--- src/rtl/qs_pkg.sv ---
// Shared constants, command/status types and datapath select codes for the quicksort engine.
package qs_pkg;

    // Default configuration
    localparam int MAX_ITEMS_DEF   = 64;
    localparam int VALUE_WIDTH_DEF = 32;

    // Element store write selection
    typedef enum logic [2:0] {
        WR_NONE,
        WR_IN,         // incoming transaction into store[count]
        WR_I_FROM_J,   // first half of a swap: store[i] = store[j]
        WR_J_FROM_I,   // second half of a swap: store[j] = old store[i]
        WR_LO_FROM_I,  // pivot placement: store[lo] = store[i]
        WR_I_PIVOT     // pivot placement: store[i] = pivot
    } wr_sel_t;

    // Range stack push selection
    typedef enum logic [1:0] {
        PUSH_NONE,
        PUSH_INIT,     // whole set (0, count-1)
        PUSH_LEFT,     // (lo, mid-1)
        PUSH_RIGHT     // (mid+1, hi)
    } push_sel_t;

    // Controller to datapath commands
    typedef struct packed {
        wr_sel_t   wr_sel;
        push_sel_t push_sel;
        logic      pop;
        logic      ld_range;
        logic      ld_pivot;
        logic      i_inc;
        logic      j_dec;
        logic      out_start;
        logic      set_done;
    } qs_cmd_t;

    // Datapath to controller status
    typedef struct packed {
        logic i_lt_j;
        logic j_ge_pivot;
        logic i_le_pivot;
        logic lo_lt_i;
        logic push_l_ok;
        logic push_r_ok;
        logic sp_zero;
        logic few_items;
        logic out_last;
    } qs_stat_t;

endpackage

--- src/rtl/qs_datapath.sv ---
// Datapath: element store, range stack, scan indexes, pivot and compare logic.
module qs_datapath import qs_pkg::*; #(
    parameter int MAX_ITEMS   = MAX_ITEMS_DEF,
    parameter int VALUE_WIDTH = VALUE_WIDTH_DEF
) (
    input  logic                          aclk,
    input  logic                          aresetn,
    input  qs_cmd_t                       cmd,
    output qs_stat_t                      stat,
    input  logic signed [VALUE_WIDTH-1:0] in_value,
    output logic signed [VALUE_WIDTH-1:0] rd_value,
    output logic                          dropped
);

    localparam int IDX_W = $clog2(MAX_ITEMS);
    localparam int CNT_W = $clog2(MAX_ITEMS + 1);
    localparam int ENT_W = 2 * IDX_W;

    // Memories
    logic signed [VALUE_WIDTH-1:0] store_mem [MAX_ITEMS];
    logic        [ENT_W-1:0]       stack_mem [MAX_ITEMS];

    // Control registers
    logic [CNT_W-1:0] count_reg;
    logic [CNT_W-1:0] sp_reg;
    logic             dropped_reg;

    // Index, pivot and read data registers
    logic [IDX_W-1:0]              lo_reg, hi_reg, i_reg, j_reg;
    logic signed [VALUE_WIDTH-1:0] pivot_reg;
    logic signed [VALUE_WIDTH-1:0] rd_i_reg, rd_j_reg;
    logic [ENT_W-1:0]              stk_rd_reg;

    logic             store_room;
    logic             stack_room;
    logic             push_en;
    logic [ENT_W-1:0] push_data;
    logic [CNT_W-1:0] cnt_m1;
    logic [IDX_W:0]   lo_p1, i_p1, i_ext, hi_ext;

    assign store_room = count_reg < CNT_W'(MAX_ITEMS);
    assign stack_room = sp_reg < CNT_W'(MAX_ITEMS);
    assign cnt_m1     = count_reg - CNT_W'(1);
    assign lo_p1      = {1'b0, lo_reg} + (IDX_W+1)'(1);
    assign i_p1       = {1'b0, i_reg} + (IDX_W+1)'(1);
    assign i_ext      = {1'b0, i_reg};
    assign hi_ext     = {1'b0, hi_reg};

    // Range stack entry to push
    always_comb begin
        case (cmd.push_sel)
            PUSH_INIT:  push_data = {{IDX_W{1'b0}}, cnt_m1[IDX_W-1:0]};
            PUSH_LEFT:  push_data = {lo_reg, i_reg - IDX_W'(1)};
            PUSH_RIGHT: push_data = {i_reg + IDX_W'(1), hi_reg};
            default:    push_data = '0;
        endcase
    end
    assign push_en = (cmd.push_sel != PUSH_NONE) && stack_room;

    // Element store: one write port, two registered read ports at i and j
    always_ff @(posedge aclk) begin
        case (cmd.wr_sel)
            WR_IN: begin
                if (store_room) begin
                    store_mem[count_reg[IDX_W-1:0]] <= in_value;
                end
            end
            WR_I_FROM_J:  store_mem[i_reg]  <= rd_j_reg;
            WR_J_FROM_I:  store_mem[j_reg]  <= rd_i_reg;
            WR_LO_FROM_I: store_mem[lo_reg] <= rd_i_reg;
            WR_I_PIVOT:   store_mem[i_reg]  <= pivot_reg;
            default: ;
        endcase
        rd_i_reg <= store_mem[i_reg];
        rd_j_reg <= store_mem[j_reg];
    end

    // Range stack memory; read port follows the stack pointer
    always_ff @(posedge aclk) begin
        if (push_en) begin
            stack_mem[sp_reg[IDX_W-1:0]] <= push_data;
        end
        stk_rd_reg <= stack_mem[sp_reg[IDX_W-1:0]];
    end

    // Element count, drop flag and stack pointer
    always_ff @(posedge aclk) begin
        if (!aresetn) begin
            count_reg   <= '0;
            dropped_reg <= 1'b0;
            sp_reg      <= '0;
        end else begin
            if (cmd.set_done) begin
                count_reg   <= '0;
                dropped_reg <= 1'b0;
            end else if (cmd.wr_sel == WR_IN) begin
                if (store_room) begin
                    count_reg <= count_reg + CNT_W'(1);
                end else begin
                    dropped_reg <= 1'b1;
                end
            end
            if (cmd.set_done) begin
                sp_reg <= '0;
            end else if (push_en) begin
                sp_reg <= sp_reg + CNT_W'(1);
            end else if (cmd.pop) begin
                sp_reg <= sp_reg - CNT_W'(1);
            end
        end
    end

    // Range bounds, scan indexes and pivot
    always_ff @(posedge aclk) begin
        if (cmd.ld_range) begin
            lo_reg <= stk_rd_reg[ENT_W-1:IDX_W];
            hi_reg <= stk_rd_reg[IDX_W-1:0];
            i_reg  <= stk_rd_reg[ENT_W-1:IDX_W];
            j_reg  <= stk_rd_reg[IDX_W-1:0];
        end else begin
            if (cmd.out_start) begin
                i_reg <= '0;
            end else if (cmd.i_inc) begin
                i_reg <= i_reg + IDX_W'(1);
            end
            if (cmd.j_dec) begin
                j_reg <= j_reg - IDX_W'(1);
            end
        end
        if (cmd.ld_pivot) begin
            pivot_reg <= rd_i_reg;
        end
    end

    // Status to the controller
    assign stat.i_lt_j     = i_reg < j_reg;
    assign stat.j_ge_pivot = rd_j_reg >= pivot_reg;
    assign stat.i_le_pivot = rd_i_reg <= pivot_reg;
    assign stat.lo_lt_i    = lo_reg < i_reg;
    assign stat.push_l_ok  = lo_p1 < i_ext;
    assign stat.push_r_ok  = i_p1 < hi_ext;
    assign stat.sp_zero    = sp_reg == '0;
    assign stat.few_items  = count_reg < CNT_W'(2);
    assign stat.out_last   = i_p1 == (IDX_W+1)'(count_reg);

    assign rd_value = rd_i_reg;
    assign dropped  = dropped_reg;

endmodule

--- src/rtl/qs_ctrl.sv ---
// Controller: load, partition, stack and emit sequencing for the quicksort engine.
module qs_ctrl import qs_pkg::*; (
    input  logic     aclk,
    input  logic     aresetn,
    input  logic     s_valid,
    input  logic     s_last,
    input  logic     m_ready,
    input  qs_stat_t stat,
    output qs_cmd_t  cmd,
    output logic     s_ready,
    output logic     m_valid
);

    typedef enum logic [4:0] {
        ST_IDLE,
        ST_SORT_INIT,
        ST_POP,
        ST_POP_RD,
        ST_LOAD,
        ST_PIV_RD,
        ST_PIV,
        ST_R_RD,
        ST_R_CMP,
        ST_L_RD,
        ST_L_CMP,
        ST_SW1,
        ST_SW2,
        ST_FIN_RD,
        ST_FIN1,
        ST_FIN2,
        ST_PUSH_L,
        ST_PUSH_R,
        ST_OUT_START,
        ST_OUT_RD,
        ST_OUT_SHOW
    } state_t;

    state_t state_reg, state_next;
    logic   s_ready_reg, m_valid_reg;

    // Next state and datapath commands
    always_comb begin
        state_next = state_reg;
        cmd        = '{wr_sel: WR_NONE, push_sel: PUSH_NONE, default: 1'b0};
        unique case (state_reg)
            ST_IDLE: begin
                if (s_valid) begin
                    cmd.wr_sel = WR_IN;
                    if (s_last) state_next = ST_SORT_INIT;
                end
            end
            ST_SORT_INIT: begin
                if (stat.few_items) begin
                    state_next = ST_OUT_START;
                end else begin
                    cmd.push_sel = PUSH_INIT;
                    state_next   = ST_POP;
                end
            end
            ST_POP: begin
                if (stat.sp_zero) begin
                    state_next = ST_OUT_START;
                end else begin
                    cmd.pop    = 1'b1;
                    state_next = ST_POP_RD;
                end
            end
            ST_POP_RD: state_next = ST_LOAD;
            ST_LOAD: begin
                cmd.ld_range = 1'b1;
                state_next   = ST_PIV_RD;
            end
            ST_PIV_RD: state_next = ST_PIV;
            ST_PIV: begin
                cmd.ld_pivot = 1'b1;
                state_next   = ST_R_RD;
            end
            // Right scan: step j down past elements not below the pivot
            ST_R_RD: state_next = ST_R_CMP;
            ST_R_CMP: begin
                if (!stat.i_lt_j) begin
                    state_next = ST_FIN_RD;
                end else if (stat.j_ge_pivot) begin
                    cmd.j_dec  = 1'b1;
                    state_next = ST_R_RD;
                end else begin
                    state_next = ST_L_RD;
                end
            end
            // Left scan: step i up past elements not above the pivot
            ST_L_RD: state_next = ST_L_CMP;
            ST_L_CMP: begin
                if (!stat.i_lt_j) begin
                    state_next = ST_FIN_RD;
                end else if (stat.i_le_pivot) begin
                    cmd.i_inc  = 1'b1;
                    state_next = ST_L_RD;
                end else begin
                    state_next = ST_SW1;
                end
            end
            ST_SW1: begin
                cmd.wr_sel = WR_I_FROM_J;
                state_next = ST_SW2;
            end
            ST_SW2: begin
                cmd.wr_sel = WR_J_FROM_I;
                state_next = ST_R_RD;
            end
            // Move the pivot to its final place
            ST_FIN_RD: state_next = ST_FIN1;
            ST_FIN1: begin
                if (stat.lo_lt_i) begin
                    cmd.wr_sel = WR_LO_FROM_I;
                    state_next = ST_FIN2;
                end else begin
                    state_next = ST_PUSH_L;
                end
            end
            ST_FIN2: begin
                cmd.wr_sel = WR_I_PIVOT;
                state_next = ST_PUSH_L;
            end
            ST_PUSH_L: begin
                if (stat.push_l_ok) cmd.push_sel = PUSH_LEFT;
                state_next = ST_PUSH_R;
            end
            ST_PUSH_R: begin
                if (stat.push_r_ok) cmd.push_sel = PUSH_RIGHT;
                state_next = ST_POP;
            end
            // Emit sorted elements
            ST_OUT_START: begin
                cmd.out_start = 1'b1;
                state_next    = ST_OUT_RD;
            end
            ST_OUT_RD: state_next = ST_OUT_SHOW;
            ST_OUT_SHOW: begin
                if (m_ready) begin
                    if (stat.out_last) begin
                        cmd.set_done = 1'b1;
                        state_next   = ST_IDLE;
                    end else begin
                        cmd.i_inc  = 1'b1;
                        state_next = ST_OUT_RD;
                    end
                end
            end
            default: state_next = ST_IDLE;
        endcase
    end

    // State and registered handshake outputs
    always_ff @(posedge aclk) begin
        if (!aresetn) begin
            state_reg   <= ST_IDLE;
            s_ready_reg <= 1'b1;
            m_valid_reg <= 1'b0;
        end else begin
            state_reg   <= state_next;
            s_ready_reg <= state_next == ST_IDLE;
            m_valid_reg <= state_next == ST_OUT_SHOW;
        end
    end

    assign s_ready = s_ready_reg;
    assign m_valid = m_valid_reg;

endmodule

--- src/rtl/quicksort_engine.sv ---
// Top level of the quicksort engine: controller, datapath and port assertions.
//
// The engine takes one signed value per input transaction, one per cycle, into a
// MAX_ITEMS-entry store until a transaction with s_last arrives; values beyond
// capacity are dropped and m_overflow is set on every result of that set. It then
// sorts in place by iterative quicksort (leftmost pivot, two-ended scan) with
// pending ranges on a MAX_ITEMS-deep stack, and streams the sorted set out with
// m_last_res on the final element. s_ready is low from the last input until the
// last result is taken. Cost is set by the element store's registered read
// ports: each scan step passes through a read state and a compare state, each
// swap writes its two halves in turn, each partition adds states to pop the
// range, load the pivot and place it, and each result passes through a read
// state and a show state.
module quicksort_engine import qs_pkg::*; #(
    parameter int MAX_ITEMS   = MAX_ITEMS_DEF,
    parameter int VALUE_WIDTH = VALUE_WIDTH_DEF
) (
    input  logic                          aclk,
    input  logic                          aresetn,
    input  logic                          s_valid,
    output logic                          s_ready,
    input  logic signed [VALUE_WIDTH-1:0] s_value,
    input  logic                          s_last,
    output logic                          m_valid,
    input  logic                          m_ready,
    output logic signed [VALUE_WIDTH-1:0] m_value_res,
    output logic                          m_last_res,
    output logic                          m_overflow
);

    qs_cmd_t  cmd;
    qs_stat_t stat;

    qs_ctrl u_ctrl (
        .aclk    (aclk),
        .aresetn (aresetn),
        .s_valid (s_valid),
        .s_last  (s_last),
        .m_ready (m_ready),
        .stat    (stat),
        .cmd     (cmd),
        .s_ready (s_ready),
        .m_valid (m_valid)
    );

    qs_datapath #(
        .MAX_ITEMS   (MAX_ITEMS),
        .VALUE_WIDTH (VALUE_WIDTH)
    ) u_datapath (
        .aclk     (aclk),
        .aresetn  (aresetn),
        .cmd      (cmd),
        .stat     (stat),
        .in_value (s_value),
        .rd_value (m_value_res),
        .dropped  (m_overflow)
    );

    assign m_last_res = stat.out_last;

    // Loading and emitting never overlap
    assert property (@(posedge aclk) disable iff (!aresetn) !(m_valid && s_ready))
        else $error("input and output channels active together");

    // A last input transaction closes the input channel
    assert property (@(posedge aclk) disable iff (!aresetn)
        (s_valid && s_ready && s_last) |=> !s_ready)
        else $error("input still open after last transaction");

    // Taking the last result reopens the input channel
    assert property (@(posedge aclk) disable iff (!aresetn)
        (m_valid && m_ready && m_last_res) |=> (s_ready && !m_valid))
        else $error("engine did not return to loading after last result");

    // The stack is empty whenever a new set is loaded
    assert property (@(posedge aclk) disable iff (!aresetn)
        s_ready |-> stat.sp_zero)
        else $error("range stack not empty while loading");

endmodule
--- config.mk ---
export PLATFORM = sky130hd
export DESIGN_NAME = quicksort_engine
export DESIGN_NICKNAME = d
export VERILOG_FILES = /design/src/rtl/qs_pkg.sv /design/src/rtl/qs_datapath.sv /design/src/rtl/qs_ctrl.sv /design/src/rtl/quicksort_engine.sv
export SDC_FILE = /design/constraint.sdc
export NUM_CORES = 2
export LEC_CHECK = 0
export ABC_CLOCK_PERIOD_IN_PS = 11650
export BUFFER_PORTS_ARGS = -buffer_cell sky130_fd_sc_hd__clkbuf_2
export CORE_MARGIN = 2
export CORE_UTILIZATION = 65
export CTS_CLUSTER_DIAMETER = 120
export CTS_CLUSTER_SIZE = 30
export DETAILED_ROUTE_END_ITERATION = 12
export GPL_ROUTABILITY_DRIVEN = 0
export PLACE_DENSITY = 0.81
export SYNTH_ARGS = -nofsm -noshare
export SYNTH_HDL_FRONTEND = slang
export SYNTH_HIERARCHICAL = 1
export SYNTH_SLANG_ARGS = --single-unit
--- constraint.sdc ---
create_clock -name aclk -period 11.65 [get_ports aclk]
set_input_delay 0.5825 -clock aclk [delete_from_list [all_inputs] [get_ports aclk]]
set_output_delay 0.5825 -clock aclk [all_outputs]
set_load 0.005 [all_outputs]
* Word-level counts from Yosys, hierarchy flattened *
Memories as Yosys holds them, arrays and structs flattened. A register that Yosys moved wholly into a read port is not among the register bits.
Cells that the tools add are included.

word-level totals
  register bits = 78
  input bits = 37
  logic and storage cells = 145
  memories = 2
  RAM bits = 2816

operators by class
  $lt $le $gt $ge = 9
  bitwise operators = 3
  eq/ne operators = 30
  multiplexer cells = 66
  $add $sub $neg = 9
  reduce and logical (&&, ||, !) cells = 15

memories
  name                  depth  width  read ports  clocked after memory_dff  write ports  line               text
  u_datapath.store_mem  64     32     2           2                         1            qs_datapath.sv:20  logic signed [VALUE_WIDTH-1:0] store_mem [MAX_ITEMS];
  u_datapath.stack_mem  64     12     1           1                         1            qs_datapath.sv:21  logic [ENT_W-1:0] stack_mem [MAX_ITEMS];

operator list
  cell                   number
  $mux W32               4
  $pmux W5 S20           1
  $reduce_or A32 Y1      3
  $mux W6                8
  $eq A5 B4 Y1 const B   8
  $mux W5                8
  $pmux W12 S3           1
  $mux W1                33
  $ge A32 B32 Y1         1
  $le A32 B32 Y1         1
  $eq A5 B5 Y1 const B   6
  $eq A5 B3 Y1 const B   4
  $sub A6 B1 Y6 const B  3
  $pmux W3 S5            1
  $add A6 B1 Y7 const B  2
  $add A7 B1 Y7 const B  2
  $lt A7 B6 Y1           2
  $lt A7 B7 Y1 const B   2
  $mux W7                2
  $lt A6 B6 Y1           2
  $eq A5 B2 Y1 const B   2
  $logic_not A5 Y1       2
  $mux W4                2
  $eq A7 B7 Y1           1
  21 further kinds       31

* Longest topological paths before layout *
  word-level depth = 11
  depth in mapped cells = 26

* Hierarchy *
Netlist, hierarchy kept.

modules (own cells, without submodules)
  module       instances  cells each  area each (um^2)
  qs_datapath  1          6620        131522.4
  qs_ctrl      1          104         730.7

* Worst setup path before layout *
OpenSTA, ideal clock, no wires.

  path type = register to register
  from = reg u_datapath.i_reg[1]
  to = mem u_datapath/store_mem[0][30] in the netlist's numbering (data pin)
  setup slack = 4.565 ns
  buffers on the path = 5
  arrival = 6.383 ns
  data required time = 10.948 ns
  stages on the path, launching flop included = 18
  period minus slack after synthesis = 7.085 ns
  cells stage by stage = edfxtp_1 -> inv_1 -> buf_2 -> buf_1 -> ha_1 -> a21o_1 -> a21o_1 -> a21o_1 -> a21o_1 -> a21oi_1 -> o211a_1 -> or3b_1 -> and2_1 -> clkbuf_1 -> clkbuf_1 -> buf_1 -> a21oi_1 -> o21ai_0

RTL lines
  item                    line                text
  start, declared         qs_datapath.sv:29   logic [IDX_W-1:0] lo_reg, hi_reg, i_reg, j_reg;
  start signal, assigned  qs_datapath.sv:118  i_reg <= stk_rd_reg[ENT_W-1:IDX_W];
  start signal, assigned  qs_datapath.sv:124  i_reg <= i_reg + IDX_W'(1);
  end, declared           qs_datapath.sv:20

==> impl_metrics.env <==
export IMPL_cts_resized=0
export IMPL_start_util_pct=65.4
export IMPL_io_buffers=72
export IMPL_startpoint_type="register"
export IMPL_coreArea_mm2=0.202
export IMPL_clk_pin_slew_worst_paths_ns=0.11
export IMPL_cp_required_ns=12.10
export IMPL_regToRegEndpoint="u_datapath/store_mem[46][23]$_DFFE_PP_"
export IMPL_fin_tns_setup_ns=0
export IMPL_maxSlewHeadroom_pct=4.12
export IMPL_power_frac_comb_pct=33.9
export IMPL_synth_edff_count=2872
export IMPL_largest_reg_flops=2048
export IMPL_worst_slew_pin_slew_ns=1.43
export IMPL_synth_seq_cells=2970
export IMPL_ys_warnings_count=6
export IMPL_status="completed"
export IMPL_yosys_area_top_type="edfxtp_1"
export IMPL_ir_drop_mv=0.190
export IMPL_grtUsageMet2_pct=54.8
export IMPL_r2r_slack_ns=3.69
export IMPL_via_count=75600
export IMPL_whs_ns=0.139
export IMPL_synth_cell_types=83
export IMPL_hold_buffers=0
export IMPL_finalHoldViolCount=0
export IMPL_detail_route_drc_violations=0
export IMPL_p_seq_share_pct=47.6
export IMPL_crit_end="u_datapath/store_mem[46][23]$_DFFE_PP_"
export IMPL_worst_clock_skew_ns=0.0622
export IMPL_final_antenna_net_count=0
export IMPL_drt_pass1_iterations=9
export IMPL_grt_ovfl_total=0
export IMPL_synth_top_area_share_pct=65.2
export IMPL_rsz0062_at_grt="no"
export IMPL_grtUsageTotal_pct=37.2
export IMPL_wire_per_inst_um=40.8
export IMPL_grt_busiest_layer="met2"
export IMPL_ys_seq_area_share_pct=66.7
export IMPL_period_minus_slack_ns=7.96
export IMPL_via_per_inst=8.07
export IMPL_area_delta_synth_final_pct=5.53
export IMPL_max_freq_mhz=126
export IMPL_hpwl_mm=233
export IMPL_switching_power_mw=9.10
export IMPL_critPathMaxFanout=87
export IMPL_p_clk_share_pct=18.5
export IMPL_endpoint_kind="register"
export IMPL_clkLatencyLatePin_ns=0.86
export IMPL_die_height_um=455
export IMPL_root_buffer="clkbuf_16"
export IMPL_dieArea_mm2=0.207
export IMPL_cts_htree_levels=3
export IMPL_final_max_slew_violation_count=0
export IMPL_clockBufferDepth=3
export IMPL_nets=6753
export IMPL_syn_inst=6724
export IMPL_power_density_mw_per_mm2=191
export IMPL_die_width_um=455
export IMPL_cp_arrival_ns=8.41
export IMPL_cts_tree="built"
export IMPL_syn_num_nets=6856
export IMPL_async_flop_share_pct=0
export IMPL_reg2reg_depth=15
export IMPL_period_share_pct=68.3
export IMPL_fill_cells=11800
export IMPL_startpoint="u_datapath/i_reg[1]$_DFFE_PP_"
export IMPL_cts_sinks=2970
export IMPL_regMostFlops="u_datapath/store_mem"
export IMPL_swShare_pct=34.1
export IMPL_io_pins=73
export IMPL_grt_antenna_before_repair=16
export IMPL_grt_first_pass_wirelength_mm=540
export IMPL_met3_usage_pct=10.3
export IMPL_rows=165
export IMPL_grt_pass1_vias=73500
export IMPL_path_class="reg -> reg"
export IMPL_drv_cap=0
export IMPL_grt_max_degree=153
export IMPL_holdCritPathClass="in -> reg"
export IMPL_finish_utilization_pct=69.1
export IMPL_p_int_mw=17.6
export IMPL_syn_area_per_cell_um2=19.7
export IMPL_syn_area_mm2=0.132
export IMPL_cts_buffers=109
export IMPL_reg2reg_from="u_datapath/i_reg[1]$_DFFE_PP_"
export IMPL_detail_route_wirelength_mm=382
export IMPL_setup_viol=0
export IMPL_postCtsSetupBuffers=0
export IMPL_drive_gt1_share_pct=28.1
export IMPL_synth_area_leaders="edfxtp_1 (65%), mux4_2 (22%), dfxtp_1 (1.5%)"
export IMPL_first_iter_violations=14100
export IMPL_grt_use_met1_pct=49.7
export IMPL_p_leak_nw=42.4
export IMPL_synth_main_ff_cell="edfxtp_1"
==> stage by stage <==
stage                     setup slack (ns)  cell area [µm²]  instances  power, mW
after floorplan                       4.57           132000       6724       18.4
after global placement                4.03           136000       9181       21.5
after detailed placement              3.84           136000       9181       21.6
after CTS                             3.78           140000       9360       26.4
after global routing                  3.47           140000       9362       27.2
final                                 3.69           140000       9370       26.7
==> kinds of logic after synthesis <==
kind of cell / Yosys count / synth area share [%]
XOR/XNOR: 35 / 0.232
multiplexers: 1472 / 23.4
AO/OA/AOI/OAI: 857 / 4.17
adder cells (fa/ha/maj): 95 / 0.904
flip-flops: 2970 / 66.7
buffers and inverters: 550 / 1.94
AND/OR/NAND/NOR: 745 / 2.63
==> final cells by class <==
type	count	area [µm²]	share of cell area, %
Sequential cell	2970	88200	63.2
Multi-Input combinational cell	3204	42500	30.5
Tap cell	2672	3340	2.40
Clock buffer	173	3030	2.17
Timing Repair Buffer	271	2050	1.47
Inverter	65	259	0.186
Clock inverter	6	134	0.0959
Antenna cell	9	22.5	0.0161
==> worst max-delay path, cell delays in order, from the launching register on <==
cell	delay, ns
edfxtp_1	0.88
buf_12	0.51
inv_6	0.36
ha_1	0.39
a21o_1	0.16
a21o_1	0.18
a21o_1	0.18
a21o_1	0.17
a21oi_1	0.30
o211a_1	0.48
nand3b_1	0.51
and2_4	0.55
o221ai_1	0.68
nor2b_1	0.32
nand2_1	0.48
nor2_4	1.24
==> cell usage after synthesis (20+ instances only) <==
| library cell | number |
|---|---|
| xnor2_1 | 26 |
| nand2_1 | 181 |
| clkbuf_1 | 232 |
| buf_4 | 54 |
| nor3_1 | 38 |
| mux2_2 | 43 |
| nand3_1 | 35 |
| a221oi_1 | 43 |
| a21oi_1 | 226 |
| ha_1 | 94 |
| o221ai_1 | 34 |
| nor2_1 | 289 |
| dfxtp_1 | 98 |
| a31oi_1 | 33 |
| a211oi_1 | 67 |
| a22oi_1 | 60 |
| nor2b_1 | 50 |
| mux4_2 | 1294 |
| a21o_1 | 20 |
| inv_1 | 60 |
| buf_1 | 33 |
| edfxtp_1 | 2872 |
| o21ai_1 | 61 |
| nand4_1 | 23 |
| o22ai_1 | 112 |
| buf_2 | 151 |
| mux2i_1 | 133 |
| or3_1 | 23 |
| nand2b_1 | 24 |
| a22o_1 | 27 |
| nor4_1 | 23 |
| o21ai_0 | 97 |
==> how the worst min path moves through the flow <==
stage | startpoint | endpoint | slack [ns] | cells after the start
after floorplan | u_datapath/stk_rd_reg[0]$_DFF_P_ | u_datapath/hi_reg[0]$_DFFE_PP_ | 0.41 | 0
after global placement | u_datapath/stk_rd_reg[5]$_DFF_P_ | u_datapath/hi_reg[5]$_DFFE_PP_ | 0.42 | 0
after detailed placement | u_datapath/stk_rd_reg[5]$_DFF_P_ | u_datapath/hi_reg[5]$_DFFE_PP_ | 0.42 | 0
after CTS | aresetn | u_ctrl/s_ready$_SDFF_PN1_ | 0.09 | 2
after global routing | aresetn | u_ctrl/s_ready$_SDFF_PN1_ | 0.10 | 2
final | aresetn | u_ctrl/state_reg[3]$_SDFF_PN0_ | 0.14 | 2
==> per-layer routing <==
metal  part of all wire, %  wire length, µm
met2                    45           173000
met1                    32           121000
met3                    15            55500
met4                   8.5            32500
met5                 0.037              141
==> layout by cell type (no fill, tap or decap), drive strengths merged, types with 26 or more instances in the layout <==
master,count
nor2,295
o21ai,158
mux2i,133
inv,66
dfxtp,98
o221ai,34
xnor2,26
a221oi,44
nand2,181
a21oi,227
nor3,38
ha,94
nand3,35
nor2b,50
a211oi,67
edfxtp,2872
buf,199
a22oi,60
a31oi,33
mux4,1294
mux2,45
a22o,27
o22ai,112
clkbuf,245
==> power by group through the flow <==
stage / clock network (mW) / logic, mW / registers (mW)
after global routing: 5.25 / 9.25 / 12.7
final: 4.93 / 9.05 / 12.7
after floorplan: 0 / 5.71 / 12.7
after CTS: 4.94 / 8.75 / 12.7
after global placement: 0 / 8.55 / 12.9
after detailed placement: 0 / 8.69 / 12.9
(Power assumes the default switching activity.)
